$ cat src/hdl/kad_pkg.sv
// ----------------------------------------------------------------------------
// kad_pkg
// Shared types and constants for the key auto-repeat and direction block.
// ----------------------------------------------------------------------------
package kad_pkg;

  localparam int KAD_KEY_COUNT  = 256;
  localparam int KAD_COUNT_BITS = 16;

  localparam int KEY_W       = 8;
  localparam int TICK_W      = 16;
  localparam int DIR_W       = 4;
  localparam int CFG_W       = 16;
  localparam int CFG_INDEX_W = 1;

  // configuration register indexes
  localparam logic [CFG_INDEX_W-1:0] REG_START_DELAY = 1'b0;
  localparam logic [CFG_INDEX_W-1:0] REG_PERIOD      = 1'b1;

  localparam logic [CFG_W-1:0] START_DELAY_RESET = 16'd20;
  localparam logic [CFG_W-1:0] PERIOD_RESET      = 16'd10;

  // commands
  localparam logic CMD_SAMPLE = 1'b0;
  localparam logic CMD_CLEAR  = 1'b1;

  // keypad direction codes
  localparam logic [DIR_W-1:0] DIR_NONE       = 4'd0;
  localparam logic [DIR_W-1:0] DIR_DOWN_LEFT  = 4'd1;
  localparam logic [DIR_W-1:0] DIR_DOWN       = 4'd2;
  localparam logic [DIR_W-1:0] DIR_DOWN_RIGHT = 4'd3;
  localparam logic [DIR_W-1:0] DIR_LEFT       = 4'd4;
  localparam logic [DIR_W-1:0] DIR_CENTER     = 4'd5;
  localparam logic [DIR_W-1:0] DIR_RIGHT      = 4'd6;
  localparam logic [DIR_W-1:0] DIR_UP_LEFT    = 4'd7;
  localparam logic [DIR_W-1:0] DIR_UP         = 4'd8;
  localparam logic [DIR_W-1:0] DIR_UP_RIGHT   = 4'd9;

  typedef struct packed {
    logic             cmd;
    logic [KEY_W-1:0] key_index;
    logic             key_down;
    logic [DIR_W-1:0] dir_group;
    logic             frame_end;
  } sample_t;

  typedef struct packed {
    logic [KEY_W-1:0]  out_key;
    logic [TICK_W-1:0] held_ticks;
    logic              is_triggered;
    logic              is_repeated;
    logic              is_released;
    logic [DIR_W-1:0]  dir4;
    logic [DIR_W-1:0]  dir8;
    logic              dir_valid;
  } result_t;

  // control from the sequencer to the direction unit
  typedef struct packed {
    logic             clear;
    logic             update;
    logic             resolve;
    logic [DIR_W-1:0] grp;
  } dir_ctl_t;

endpackage

$ cat src/hdl/kad_if.sv
// ----------------------------------------------------------------------------
// kad_if
// Valid/ready channels for key samples and results.
// ----------------------------------------------------------------------------
interface kad_sample_if import kad_pkg::*; ();
  logic    valid;
  logic    ready;
  sample_t payload;

  modport source (output valid, output payload, input ready);
  modport sink (input valid, input payload, output ready);
endinterface

interface kad_result_if import kad_pkg::*; ();
  logic    valid;
  logic    ready;
  result_t payload;

  modport source (output valid, output payload, input ready);
  modport sink (input valid, input payload, output ready);
endinterface

$ cat src/hdl/kad_ram.sv
// ----------------------------------------------------------------------------
// kad_ram
// Simple dual-port RAM, one write port, one read port with registered data.
// ----------------------------------------------------------------------------
module kad_ram #(
  parameter int WIDTH = 16,
  parameter int DEPTH = 256
) (
  input  logic                     clk,
  input  logic                     we,
  input  logic [$clog2(DEPTH)-1:0] waddr,
  input  logic [WIDTH-1:0]         wdata,
  input  logic                     re,
  input  logic [$clog2(DEPTH)-1:0] raddr,
  output logic [WIDTH-1:0]         rdata
);

  logic [WIDTH-1:0] mem [DEPTH];

  always_ff @(posedge clk) begin
    if (we) begin
      mem[waddr] <= wdata;
    end
    if (re) begin
      rdata <= mem[raddr];
    end
  end

endmodule

$ cat src/hdl/kad_rem.sv
// ----------------------------------------------------------------------------
// kad_rem
// Bit-serial restoring remainder: one dividend bit per cycle.
// ----------------------------------------------------------------------------
module kad_rem #(
  parameter int DIVIDEND_W = 16,
  parameter int DIVISOR_W  = 16
) (
  input  logic                  clk,
  input  logic                  rst,
  input  logic                  start,
  input  logic [DIVIDEND_W-1:0] dividend,
  input  logic [DIVISOR_W-1:0]  divisor,
  output logic                  done,
  output logic                  rem_zero
);

  localparam int STEP_W = $clog2(DIVIDEND_W + 1);

  logic [DIVIDEND_W-1:0] dvd;
  logic [DIVISOR_W-1:0]  dsr;
  logic [DIVISOR_W-1:0]  rem;
  logic [DIVISOR_W-1:0]  rem_next;
  logic [DIVISOR_W:0]    shifted;
  logic [STEP_W-1:0]     steps;
  logic                  busy;

  // shift in the next dividend bit, subtract when it fits
  always_comb begin
    shifted = {rem, dvd[DIVIDEND_W-1]};
    if (shifted >= {1'b0, dsr}) begin
      rem_next = DIVISOR_W'(shifted - {1'b0, dsr});
    end else begin
      rem_next = DIVISOR_W'(shifted);
    end
  end

  always_ff @(posedge clk) begin
    if (rst) begin
      busy  <= 1'b0;
      done  <= 1'b0;
      steps <= '0;
    end else begin
      done <= 1'b0;
      if (start) begin
        busy  <= 1'b1;
        steps <= STEP_W'(DIVIDEND_W);
      end else if (busy) begin
        steps <= steps - STEP_W'(1);
        if (steps == STEP_W'(1)) begin
          busy <= 1'b0;
          done <= 1'b1;
        end
      end
    end
  end

  always_ff @(posedge clk) begin
    if (start) begin
      dvd <= dividend;
      dsr <= divisor;
      rem <= '0;
    end else if (busy) begin
      dvd <= dvd << 1;
      rem <= rem_next;
    end
  end

  assign rem_zero = (rem == '0);

endmodule

$ cat src/hdl/kad_dir.sv
// ----------------------------------------------------------------------------
// kad_dir
// Per-group held maxima and the 4-way / 8-way direction resolver.
// ----------------------------------------------------------------------------
module kad_dir import kad_pkg::*; #(
  parameter int COUNT_BITS = KAD_COUNT_BITS
) (
  input  logic                  clk,
  input  logic                  rst,
  input  dir_ctl_t              ctl,
  input  logic [COUNT_BITS-1:0] cnt,
  output logic [DIR_W-1:0]      dir4,
  output logic [DIR_W-1:0]      dir8
);

  localparam logic [DIR_W-1:0] ORTHO [4] = '{DIR_DOWN, DIR_LEFT, DIR_RIGHT, DIR_UP};

  logic [COUNT_BITS-1:0] gmax [1:9];
  logic [DIR_W-1:0]      dir4_last;
  logic [DIR_W-1:0]      dir8_last;
  logic [DIR_W-1:0]      res4;
  logic [DIR_W-1:0]      res8;
  logic [COUNT_BITS-1:0] best;
  logic                  grp_ok;
  logic                  a2, a4, a6, a8;
  logic                  d1, d3, d7, d9;

  assign grp_ok = ctl.grp inside {DIR_DOWN_LEFT, DIR_DOWN, DIR_DOWN_RIGHT, DIR_LEFT,
                                  DIR_RIGHT, DIR_UP_LEFT, DIR_UP, DIR_UP_RIGHT};

  always_comb begin
    a2 = gmax[DIR_DOWN]  != '0;
    a4 = gmax[DIR_LEFT]  != '0;
    a6 = gmax[DIR_RIGHT] != '0;
    a8 = gmax[DIR_UP]    != '0;
    d1 = (gmax[DIR_DOWN_LEFT]  != '0) || (a2 && a4);
    d3 = (gmax[DIR_DOWN_RIGHT] != '0) || (a2 && a6);
    d7 = (gmax[DIR_UP_LEFT]    != '0) || (a8 && a4);
    d9 = (gmax[DIR_UP_RIGHT]   != '0) || (a8 && a6);
    res4 = DIR_NONE;
    res8 = DIR_NONE;
    best = '0;
    if (!(a2 && a8) && !(a4 && a6)) begin
      // most recent press: smallest nonzero count, first wins a tie
      for (int i = 0; i < 4; i++) begin
        if (gmax[ORTHO[i]] != '0 && (best == '0 || gmax[ORTHO[i]] < best)) begin
          res4 = ORTHO[i];
          best = gmax[ORTHO[i]];
        end
      end
      if (d9) begin
        res8 = DIR_UP_RIGHT;
      end else if (d7) begin
        res8 = DIR_UP_LEFT;
      end else if (d3) begin
        res8 = DIR_DOWN_RIGHT;
      end else if (d1) begin
        res8 = DIR_DOWN_LEFT;
      end else begin
        res8 = res4;
      end
    end
  end

  always_ff @(posedge clk) begin
    if (rst || ctl.clear) begin
      for (int i = 1; i <= 9; i++) begin
        gmax[i] <= '0;
      end
      dir4_last <= DIR_NONE;
      dir8_last <= DIR_NONE;
    end else if (ctl.resolve) begin
      for (int i = 1; i <= 9; i++) begin
        gmax[i] <= '0;
      end
      dir4_last <= res4;
      dir8_last <= res8;
    end else if (ctl.update && grp_ok && cnt > gmax[ctl.grp]) begin
      gmax[ctl.grp] <= cnt;
    end
  end

  // show the fresh resolution in the cycle it is taken
  assign dir4 = ctl.resolve ? res4 : dir4_last;
  assign dir8 = ctl.resolve ? res8 : dir8_last;

  a_dir8_follows_dir4: assert property (@(posedge clk) disable iff (rst)
    dir4_last != DIR_NONE |-> dir8_last != DIR_NONE)
    else $error("8-way direction empty while 4-way direction is set");

  a_center_never_held: assert property (@(posedge clk) disable iff (rst)
    gmax[DIR_CENTER] == '0)
    else $error("center group collected a held count");

endmodule

$ cat src/hdl/key_autorepeat_and_direction_top.sv
// ----------------------------------------------------------------------------
// key_autorepeat_and_direction_top
// Key auto-repeat and keypad direction resolver around a held-count RAM.
// ----------------------------------------------------------------------------
// Flow: an accepted sample passes through the update state, the remainder
//   wait state when the repeat test needs the serial remainder, and the
//   finish state, where the result is registered once the result register
//   is free. One sample is in flight: the next is taken only back in idle.
// Reset and the clear command sweep the held-count RAM, every address, with
//   no sample taken meanwhile; configuration writes are taken at any time.
module key_autorepeat_and_direction_top import kad_pkg::*; #(
  parameter int KEY_COUNT  = KAD_KEY_COUNT,
  parameter int COUNT_BITS = KAD_COUNT_BITS
) (
  input  logic                   clk,
  input  logic                   rst,
  kad_sample_if.sink             sample,
  kad_result_if.source           result,
  input  logic                   cfg_we,
  input  logic [CFG_INDEX_W-1:0] cfg_index,
  input  logic [CFG_W-1:0]       cfg_data
);

  localparam int ADDR_W = $clog2(KEY_COUNT);
  localparam int CMP_W  = (COUNT_BITS > TICK_W) ? COUNT_BITS : TICK_W;

  localparam logic [COUNT_BITS-1:0] COUNT_MAX = '1;
  localparam logic [TICK_W-1:0]     TICK_MAX  = '1;
  localparam logic [ADDR_W-1:0]     LAST_ADDR = ADDR_W'(KEY_COUNT - 1);

  // sequencer states
  localparam logic [2:0] ST_SWEEP  = 3'd0;
  localparam logic [2:0] ST_IDLE   = 3'd1;
  localparam logic [2:0] ST_UPDATE = 3'd2;
  localparam logic [2:0] ST_DIV    = 3'd3;
  localparam logic [2:0] ST_FIN    = 3'd4;

  logic [2:0]            state;
  logic [CFG_W-1:0]      start_delay;
  logic [CFG_W-1:0]      period;
  sample_t               item;
  logic                  key_ok;
  logic [COUNT_BITS-1:0] cnt;
  logic                  trig;
  logic                  rep;
  logic                  rel;
  logic [ADDR_W-1:0]     sweep_addr;
  result_t               res;
  logic                  res_valid;

  logic                  accept;
  logic                  key_fits;
  logic [ADDR_W-1:0]     rd_addr;
  logic                  mem_we;
  logic [ADDR_W-1:0]     mem_waddr;
  logic [COUNT_BITS-1:0] mem_wdata;
  logic [COUNT_BITS-1:0] mem_rdata;
  logic [COUNT_BITS-1:0] cnt_next;
  logic                  rel_next;
  logic                  need_div;
  logic                  can_load;
  logic                  is_clear;
  logic                  rem_start;
  logic                  rem_done;
  logic                  rem_zero;
  logic [TICK_W-1:0]     held_sat;
  dir_ctl_t              dir_ctl;
  logic [DIR_W-1:0]      dir4;
  logic [DIR_W-1:0]      dir8;

  // --------------------------------------------------------------------------
  // Input handshake: one sample in flight, taken only from idle
  // --------------------------------------------------------------------------
  assign sample.ready = (state == ST_IDLE);
  assign accept       = sample.valid && sample.ready;
  assign key_fits     = (32'(sample.payload.key_index) < KEY_COUNT);
  assign rd_addr      = ADDR_W'(sample.payload.key_index);

  // --------------------------------------------------------------------------
  // Configuration registers
  // --------------------------------------------------------------------------
  always_ff @(posedge clk) begin
    if (rst) begin
      start_delay <= START_DELAY_RESET;
      period      <= PERIOD_RESET;
    end else if (cfg_we) begin
      case (cfg_index)
        REG_START_DELAY: start_delay <= cfg_data;
        REG_PERIOD:      period      <= cfg_data;
        default: ;
      endcase
    end
  end

  // --------------------------------------------------------------------------
  // Held-count store: read on accept, written back in the update cycle or
  // by the clearing sweep
  // --------------------------------------------------------------------------
  kad_ram #(
    .WIDTH (COUNT_BITS),
    .DEPTH (KEY_COUNT)
  ) u_ram (
    .clk   (clk),
    .we    (mem_we),
    .waddr (mem_waddr),
    .wdata (mem_wdata),
    .re    (accept),
    .raddr (rd_addr),
    .rdata (mem_rdata)
  );

  // Advance the held count, saturating; drop it to zero on key up.
  always_comb begin
    cnt_next = '0;
    rel_next = 1'b0;
    if (key_ok) begin
      if (item.key_down) begin
        cnt_next = (mem_rdata == COUNT_MAX) ? mem_rdata : mem_rdata + COUNT_BITS'(1);
      end else begin
        rel_next = (mem_rdata != '0);
      end
    end
  end

  // Auto-repeat beyond the first tick needs the remainder unit.
  assign need_div = (item.cmd == CMD_SAMPLE) && key_ok && (cnt_next > COUNT_BITS'(1)) &&
                    (period != '0) && (CMP_W'(cnt_next) >= CMP_W'(start_delay));

  always_comb begin
    mem_we    = 1'b0;
    mem_waddr = ADDR_W'(item.key_index);
    mem_wdata = cnt_next;
    if (state == ST_SWEEP) begin
      mem_we    = 1'b1;
      mem_waddr = sweep_addr;
      mem_wdata = '0;
    end else if (state == ST_UPDATE && item.cmd == CMD_SAMPLE && key_ok) begin
      mem_we = 1'b1;
    end
  end

  // --------------------------------------------------------------------------
  // Serial remainder for the repeat-period test
  // --------------------------------------------------------------------------
  assign rem_start = (state == ST_UPDATE) && need_div;

  kad_rem #(
    .DIVIDEND_W (COUNT_BITS),
    .DIVISOR_W  (CFG_W)
  ) u_rem (
    .clk      (clk),
    .rst      (rst),
    .start    (rem_start),
    .dividend (cnt_next),
    .divisor  (period),
    .done     (rem_done),
    .rem_zero (rem_zero)
  );

  // --------------------------------------------------------------------------
  // Direction groups: fold in the new count, resolve at frame end
  // --------------------------------------------------------------------------
  assign can_load = !res_valid || result.ready;
  assign is_clear = (item.cmd == CMD_CLEAR);

  always_comb begin
    dir_ctl.clear   = (state == ST_FIN) && can_load && is_clear;
    dir_ctl.update  = (state == ST_UPDATE) && !is_clear && key_ok;
    dir_ctl.resolve = (state == ST_FIN) && can_load && !is_clear && item.frame_end;
    dir_ctl.grp     = item.dir_group;
  end

  kad_dir #(
    .COUNT_BITS (COUNT_BITS)
  ) u_dir (
    .clk  (clk),
    .rst  (rst),
    .ctl  (dir_ctl),
    .cnt  (cnt_next),
    .dir4 (dir4),
    .dir8 (dir8)
  );

  // --------------------------------------------------------------------------
  // Sequencer
  // --------------------------------------------------------------------------
  always_ff @(posedge clk) begin
    if (rst) begin
      state      <= ST_SWEEP;
      sweep_addr <= '0;
    end else begin
      case (state)
        ST_SWEEP: begin
          sweep_addr <= sweep_addr + ADDR_W'(1);
          if (sweep_addr == LAST_ADDR) begin
            state <= ST_IDLE;
          end
        end
        ST_IDLE: begin
          if (accept) begin
            state <= ST_UPDATE;
          end
        end
        ST_UPDATE: begin
          state <= need_div ? ST_DIV : ST_FIN;
        end
        ST_DIV: begin
          if (rem_done) begin
            state <= ST_FIN;
          end
        end
        ST_FIN: begin
          if (can_load) begin
            // a clear command wipes the store before the next sample
            if (is_clear) begin
              state      <= ST_SWEEP;
              sweep_addr <= '0;
            end else begin
              state <= ST_IDLE;
            end
          end
        end
        default: begin
          state <= ST_IDLE;
        end
      endcase
    end
  end

  // Hold the sample and the per-key flags while the item is worked on.
  always_ff @(posedge clk) begin
    if (accept) begin
      item   <= sample.payload;
      key_ok <= key_fits;
    end
    if (state == ST_UPDATE) begin
      cnt  <= cnt_next;
      trig <= (cnt_next == COUNT_BITS'(1));
      rep  <= (cnt_next == COUNT_BITS'(1));
      rel  <= rel_next;
    end else if (state == ST_DIV && rem_done) begin
      rep <= rem_zero;
    end
  end

  // --------------------------------------------------------------------------
  // Result register: holds the last transaction until the sink takes it
  // --------------------------------------------------------------------------
  assign held_sat = (CMP_W'(cnt) > CMP_W'(TICK_MAX)) ? TICK_MAX : TICK_W'(cnt);

  always_ff @(posedge clk) begin
    if (rst) begin
      res_valid <= 1'b0;
    end else if (state == ST_FIN && can_load) begin
      res_valid <= 1'b1;
    end else if (result.ready) begin
      res_valid <= 1'b0;
    end
  end

  always_ff @(posedge clk) begin
    if (state == ST_FIN && can_load) begin
      res.out_key <= item.key_index;
      if (is_clear) begin
        res.held_ticks   <= '0;
        res.is_triggered <= 1'b0;
        res.is_repeated  <= 1'b0;
        res.is_released  <= 1'b0;
        res.dir4         <= DIR_NONE;
        res.dir8         <= DIR_NONE;
        res.dir_valid    <= 1'b0;
      end else begin
        res.held_ticks   <= held_sat;
        res.is_triggered <= trig;
        res.is_repeated  <= rep;
        res.is_released  <= rel;
        res.dir4         <= dir4;
        res.dir8         <= dir8;
        res.dir_valid    <= item.frame_end;
      end
    end
  end

  assign result.valid   = res_valid;
  assign result.payload = res;

  // --------------------------------------------------------------------------
  // Assertions
  // --------------------------------------------------------------------------
  a_reset_sweeps: assert property (@(posedge clk)
    rst |=> state == ST_SWEEP)
    else $error("reset did not start the clearing sweep");

  a_idle_no_write: assert property (@(posedge clk) disable iff (rst)
    state == ST_IDLE |-> !mem_we)
    else $error("held-count store written while idle");

  a_rem_done_in_div: assert property (@(posedge clk) disable iff (rst)
    rem_done |-> state == ST_DIV)
    else $error("remainder finished outside the wait state");

  a_release_is_up: assert property (@(posedge clk) disable iff (rst)
    res_valid && res.is_released |-> res.held_ticks == '0)
    else $error("release reported with a nonzero held count");

  a_trigger_repeats: assert property (@(posedge clk) disable iff (rst)
    res_valid && res.is_triggered |-> res.is_repeated && res.held_ticks == TICK_W'(1))
    else $error("first-tick result without repeat or with a wrong count");

endmodule
$ cat src/flat_wrapper.sv
// flat-port wrapper written by rule: the top's interface ports become plain ports
module key_autorepeat_and_direction_top_flat import kad_pkg::*;
#(
  parameter int KEY_COUNT  = KAD_KEY_COUNT,
  parameter int COUNT_BITS = KAD_COUNT_BITS
)
  (clk, rst, cfg_we, cfg_index, cfg_data, sample_valid, sample_payload, sample_ready, result_valid, result_payload, result_ready);
  kad_sample_if sample_i ();
  kad_result_if result_i ();
  input  logic clk;
  input  logic rst;
  input  logic cfg_we;
  input  logic [CFG_INDEX_W-1:0] cfg_index;
  input  logic [CFG_W-1:0] cfg_data;
  input wire logic [$bits(sample_i.valid)-1:0] sample_valid;
  input wire logic [$bits(sample_i.payload)-1:0] sample_payload;
  output wire logic [$bits(sample_i.ready)-1:0] sample_ready;
  output wire logic [$bits(result_i.valid)-1:0] result_valid;
  output wire logic [$bits(result_i.payload)-1:0] result_payload;
  input wire logic [$bits(result_i.ready)-1:0] result_ready;
  assign sample_i.valid = sample_valid;
  assign sample_i.payload = sample_payload;
  assign sample_ready = sample_i.ready;
  assign result_valid = result_i.valid;
  assign result_payload = result_i.payload;
  assign result_i.ready = result_ready;
  key_autorepeat_and_direction_top #(.KEY_COUNT(KEY_COUNT), .COUNT_BITS(COUNT_BITS)) u_core (.clk(clk), .rst(rst), .sample(sample_i), .result(result_i), .cfg_we(cfg_we), .cfg_index(cfg_index), .cfg_data(cfg_data));
endmodule
$ cat config.mk
export PLATFORM = sky130hd
export DESIGN_NAME = key_autorepeat_and_direction_top_flat
export DESIGN_NICKNAME = d
export VERILOG_FILES = /design/src/hdl/kad_pkg.sv /design/src/hdl/kad_if.sv /design/src/hdl/kad_ram.sv /design/src/hdl/kad_rem.sv /design/src/hdl/kad_dir.sv /design/src/hdl/key_autorepeat_and_direction_top.sv /design/src/flat_wrapper.sv
export SDC_FILE = /design/constraint.sdc
export NUM_CORES = 2
export LEC_CHECK = 0
export ABC_CLOCK_PERIOD_IN_PS = 16149
export BUFFER_PORTS_ARGS = -buffer_cell sky130_fd_sc_hd__buf_2
export CORE_MARGIN = 2
export CORE_UTILIZATION = 50
export CTS_CLUSTER_DIAMETER = 40
export CTS_CLUSTER_SIZE = 8
export DETAILED_ROUTE_END_ITERATION = 16
export GPL_ROUTABILITY_DRIVEN = 1
export PLACE_DENSITY = 0.65
export SKIP_LAST_GASP = 1
export SLEW_MARGIN = 20
export SYNTH_ARGS = -nofsm -noshare
export SYNTH_HDL_FRONTEND = slang
export SYNTH_HIERARCHICAL = 1
export SYNTH_MEMORY_MAX_BITS = 65536
export SYNTH_SLANG_ARGS = --single-unit
$ cat constraint.sdc
create_clock -name clk -period 16.15 [get_ports clk]
set_clock_uncertainty 0.15 [all_clocks]
set_input_delay 0.8075 -clock clk [delete_from_list [all_inputs] [get_ports clk]]
set_output_delay 0.8075 -clock clk [all_outputs]
set_load 0.02 [all_outputs]
==> flow_summary.yaml <==
outcome:
  outcome: "completed"
yosys:
  syn_area_mm2: 0.181
  synth-simple-area-share: 0.0320
  ys.flop_type: "edfxtp_1"
  synth_top_area_share: 0.742
  synth.distinct_cells: 106
  seq_area_frac_synth: 0.751
  synth-seq-cells: 4545
  synthCells: 9127
  synthArstFlopShare: 0
  yosysWarnings: 6
  synth_xor_area_frac: 0.00131
  synth_fa_ha_area_frac: 0.00689
  synth_area_per_cell_um2: 19.8
  synth_top_cell_by_area: "edfxtp_1"
  synth_edf_count: 4470
  synthMuxAreaShare: 0.149
  synth_compound_area_frac: 0.0412
  synthTopCellsByArea: "edfxtp_1 74%, mux4_2 11%, mux2i_1 3.1%"
  synth_top_family_by_area: "multiplexers"
floorplanning:
  die_w_um: 605
  rows: 220
  die_area_mm2: 0.366
  io_pins: 75
  core-area_mm2: 0.359
  start_util: 0.503
  die_h_um: 605
clock_tree:
  clkTransAtPathRegs_ns: 0.05
  cts_tree: "yes"
  cts_root_buf: "clkbuf_16"
  ctsLongestPathBuffers: 4
  postCtsSetupBuffers: 0
  cts_buffers: 681
  clk_latency_ns: 1.07
  cts_max_level: 6
  clkSinkCount: 4545
power:
  internal_power_uw: 21000
  p_per_area_mw_per_mm2: 127
  comb_power_share: 0.030
  pwr-share-seq: 0.487
  power.share.clock: 0.482
  switching_share: 0.206
  total_power_uw: 26400
  p_leak_uw: 0.0606
  p_sw_uw: 5450
  ir_drop_mv: 0.0898
timing:
  post-route-min-period_ns: 7.97
  slew_viol_final: 0
  fin_crit_sh: 0.494
  setup_ws_ns: 8.18
  max_freq_ghz: 0.125
  setup_viol: 0
  relSlewSlack: 0.0867
  tightest_slew_ns: 1.36
  rsz0062_at_grt: "no"
  finalHoldViolCount: 0
  tns_ns: 0
finish:
  area_growth_pct: 15.2
  largest_reg_flops: 4096
  final_common_cell: "edfxtp_1"
  drive_gt1_frac: 0.242
  n_fill_cell: 26000
  top_register: "u_core/u_ram/mem"
  regArea_mm2: 0.136
  layout.nets: 10100
  multi_input_area_mm2: 0.0427
  final_util: 0.580
  layout_common_cells: "4,470 x edfxtp_1, 877 x mux4_2, 687 x clkbuf_16"
place:
  gp_routability_congestion: 0.886
  dpl.hpwl_mm: 285
  dp_slack_ns: 8.18
  portBuffers: 74
drt:
  antenna_left: 0
  drc: 0
  route.met2.wl_mm: 229
  drt-total-wl_mm: 486
  vias: 95700
  drtIter0Drc: 12900
  drt-pass1-iter-count: 8
  wirelength_met1_mm: 189
  vias_per_cell: 6.40
  dr_wl_met3_mm: 48.5
  routed.top_layer: "met5"
  wire_per_inst_um: 32.5
setup_path:
  critical_path_arrival_ns: 8.60
  worstPathMaxFanout: 28
  cp-end-kind: "register"
  worst_setup_path_start_kind: "register"
  required_ns: 16.78
  critPathKind: "register to register"
global_route:
  track_usage: 0.264
  grt_first_pass_wirelength_mm: 692
  grt_pass1_vias: 94900
  grt_max_degree: 225
  antenna_found_initial: 17
  overflow: 0
job:
  drv_cap: 0
hold_path:
  worstHoldPathType: "input port to register"
synth_stat cells (55+ instances only):
| cell type | instances |
|---|---|
| and2_1 | 105 |
| nor3_1 | 137 |
| edfxtp_1 | 4470 |
| inv_1 | 116 |
| a21oi_1 | 274 |
| nand2_1 | 159 |
| mux2_2 | 126 |
| nand4_1 | 57 |
| nand3_1 | 74 |
| clkbuf_1 | 284 |
| o21ai_0 | 84 |
| dfxtp_1 | 75 |
| nor4_1 | 75 |
| o22ai_1 | 149 |
| ha_1 | 98 |
| mux4_2 | 877 |
| nor2_1 | 409 |
| mux2i_1 | 569 |
| o221ai_1 | 253 |
| nor2b_1 | 55 |
| buf_6 | 78 |
| buf_2 | 86 |
power by group through the flow:
stage	sequential [uW]	combinational (uW)	clock, uW
after floorplan	13100	531	0
after CTS	12900	794	12900
final	12900	798	12700
after global placement	13100	785	0
after global routing	12900	837	13400
after detailed placement	13100	787	0
timing repair:
action / CTS / global route
endpoints found under the hold margin: 41 / 0
hold buffers: 25 / 0
gates resized for setup: 0 / 0
metrics by stage:
| stage | instances | area, um^2 | hold WS, ns |
|---|---|---|---|
| finish | 14900 | 208000 | 0.136 |
| global route | 14900 | 208000 | 0.135 |
| CTS | 14900 | 208000 | 0.0626 |
| detailed placement | 14000 | 189000 | 0.294 |
| global placement | 14000 | 188000 | 0.287 |
| floorplan | 9254 | 181000 | 0.271 |
cells by family after synthesis:
family	after synthesis
simple gates	1173
buf+inv	651
fa+ha+maj	99
compound gates	1057
xor+xnor	27
flops	4545
other cells	1
mux	1574
worst max-delay path, stage by stage, from the launching register on:
cell and delay [ns]:
edfxtp_1 0.45, ha_1 0.32, a2111o_1 0.42, a311oi_4 0.38, nand2_1 0.16, a21oi_2 0.28
buf_4 0.34, nor2_1 0.07, a21oi_1 0.28, ha_1 0.31, a21oi_1 0.16, o21ai_0 0.13
a221oi_1 0.49, nand3_1 0.15, o32ai_2 0.73, buf_4 0.33, mux2_2 0.35, ha_1 0.29
nand2_1 0.08, o21ai_0 0.24, nand2_1 0.09, nand4_1 0.25, nor3_1 0.09, nor3_1 0.55
o311ai_2 0.21, a22o_4 0.25, nor2b_1 0.12
cell type report:
class | instances | share of cell area
Sequential cell | 4545 | 0.651
Multi-Input combinational cell | 4058 | 0.205
Clock buffer | 790 | 0.0847
Tap cell | 4773 | 0.0287
Timing Repair Buffer | 521 | 0.0205
Clock inverter | 133 | 0.00775
Inverter | 119 | 0.00220
Antenna cell | 8 | 0.0000961
routing by layer:
metal / track usage / vias up
met3: 0.0559 / 837
met5: 0 / -
met1: 0.365 / 50400
met4: 0.104 / 8
met2: 0.412 / 5174
li1: - / 39300
final timing paths:
| check | start | to | slack (ns) | cells after the start |
|---|---|---|---|---|
| setup / recovery | u_core/u_dir/gmax[4][1]$_SDFFCE_PN0P_ | u_core/result.payload[8]$_SDFFCE_PP0P_ | 8.18 | 26 |
| hold / removal | cfg_index | u_core/start_delay[14]$_SDFFE_PP0P_ | 0.14 | 4 |
| setup reg to reg | u_core/u_dir/gmax[4][1]$_SDFFCE_PN0P_ | u_core/result.payload[8]$_SDFFCE_PP0P_ | 8.18 | 26 |
| hold reg to reg | u_core/start_delay[3]$_SDFFE_PP0P_ | u_core/start_delay[3]$_SDFFE_PP0P_ | 0.31 | 2 |
Note: power is estimated with default switching activity, not from simulation.
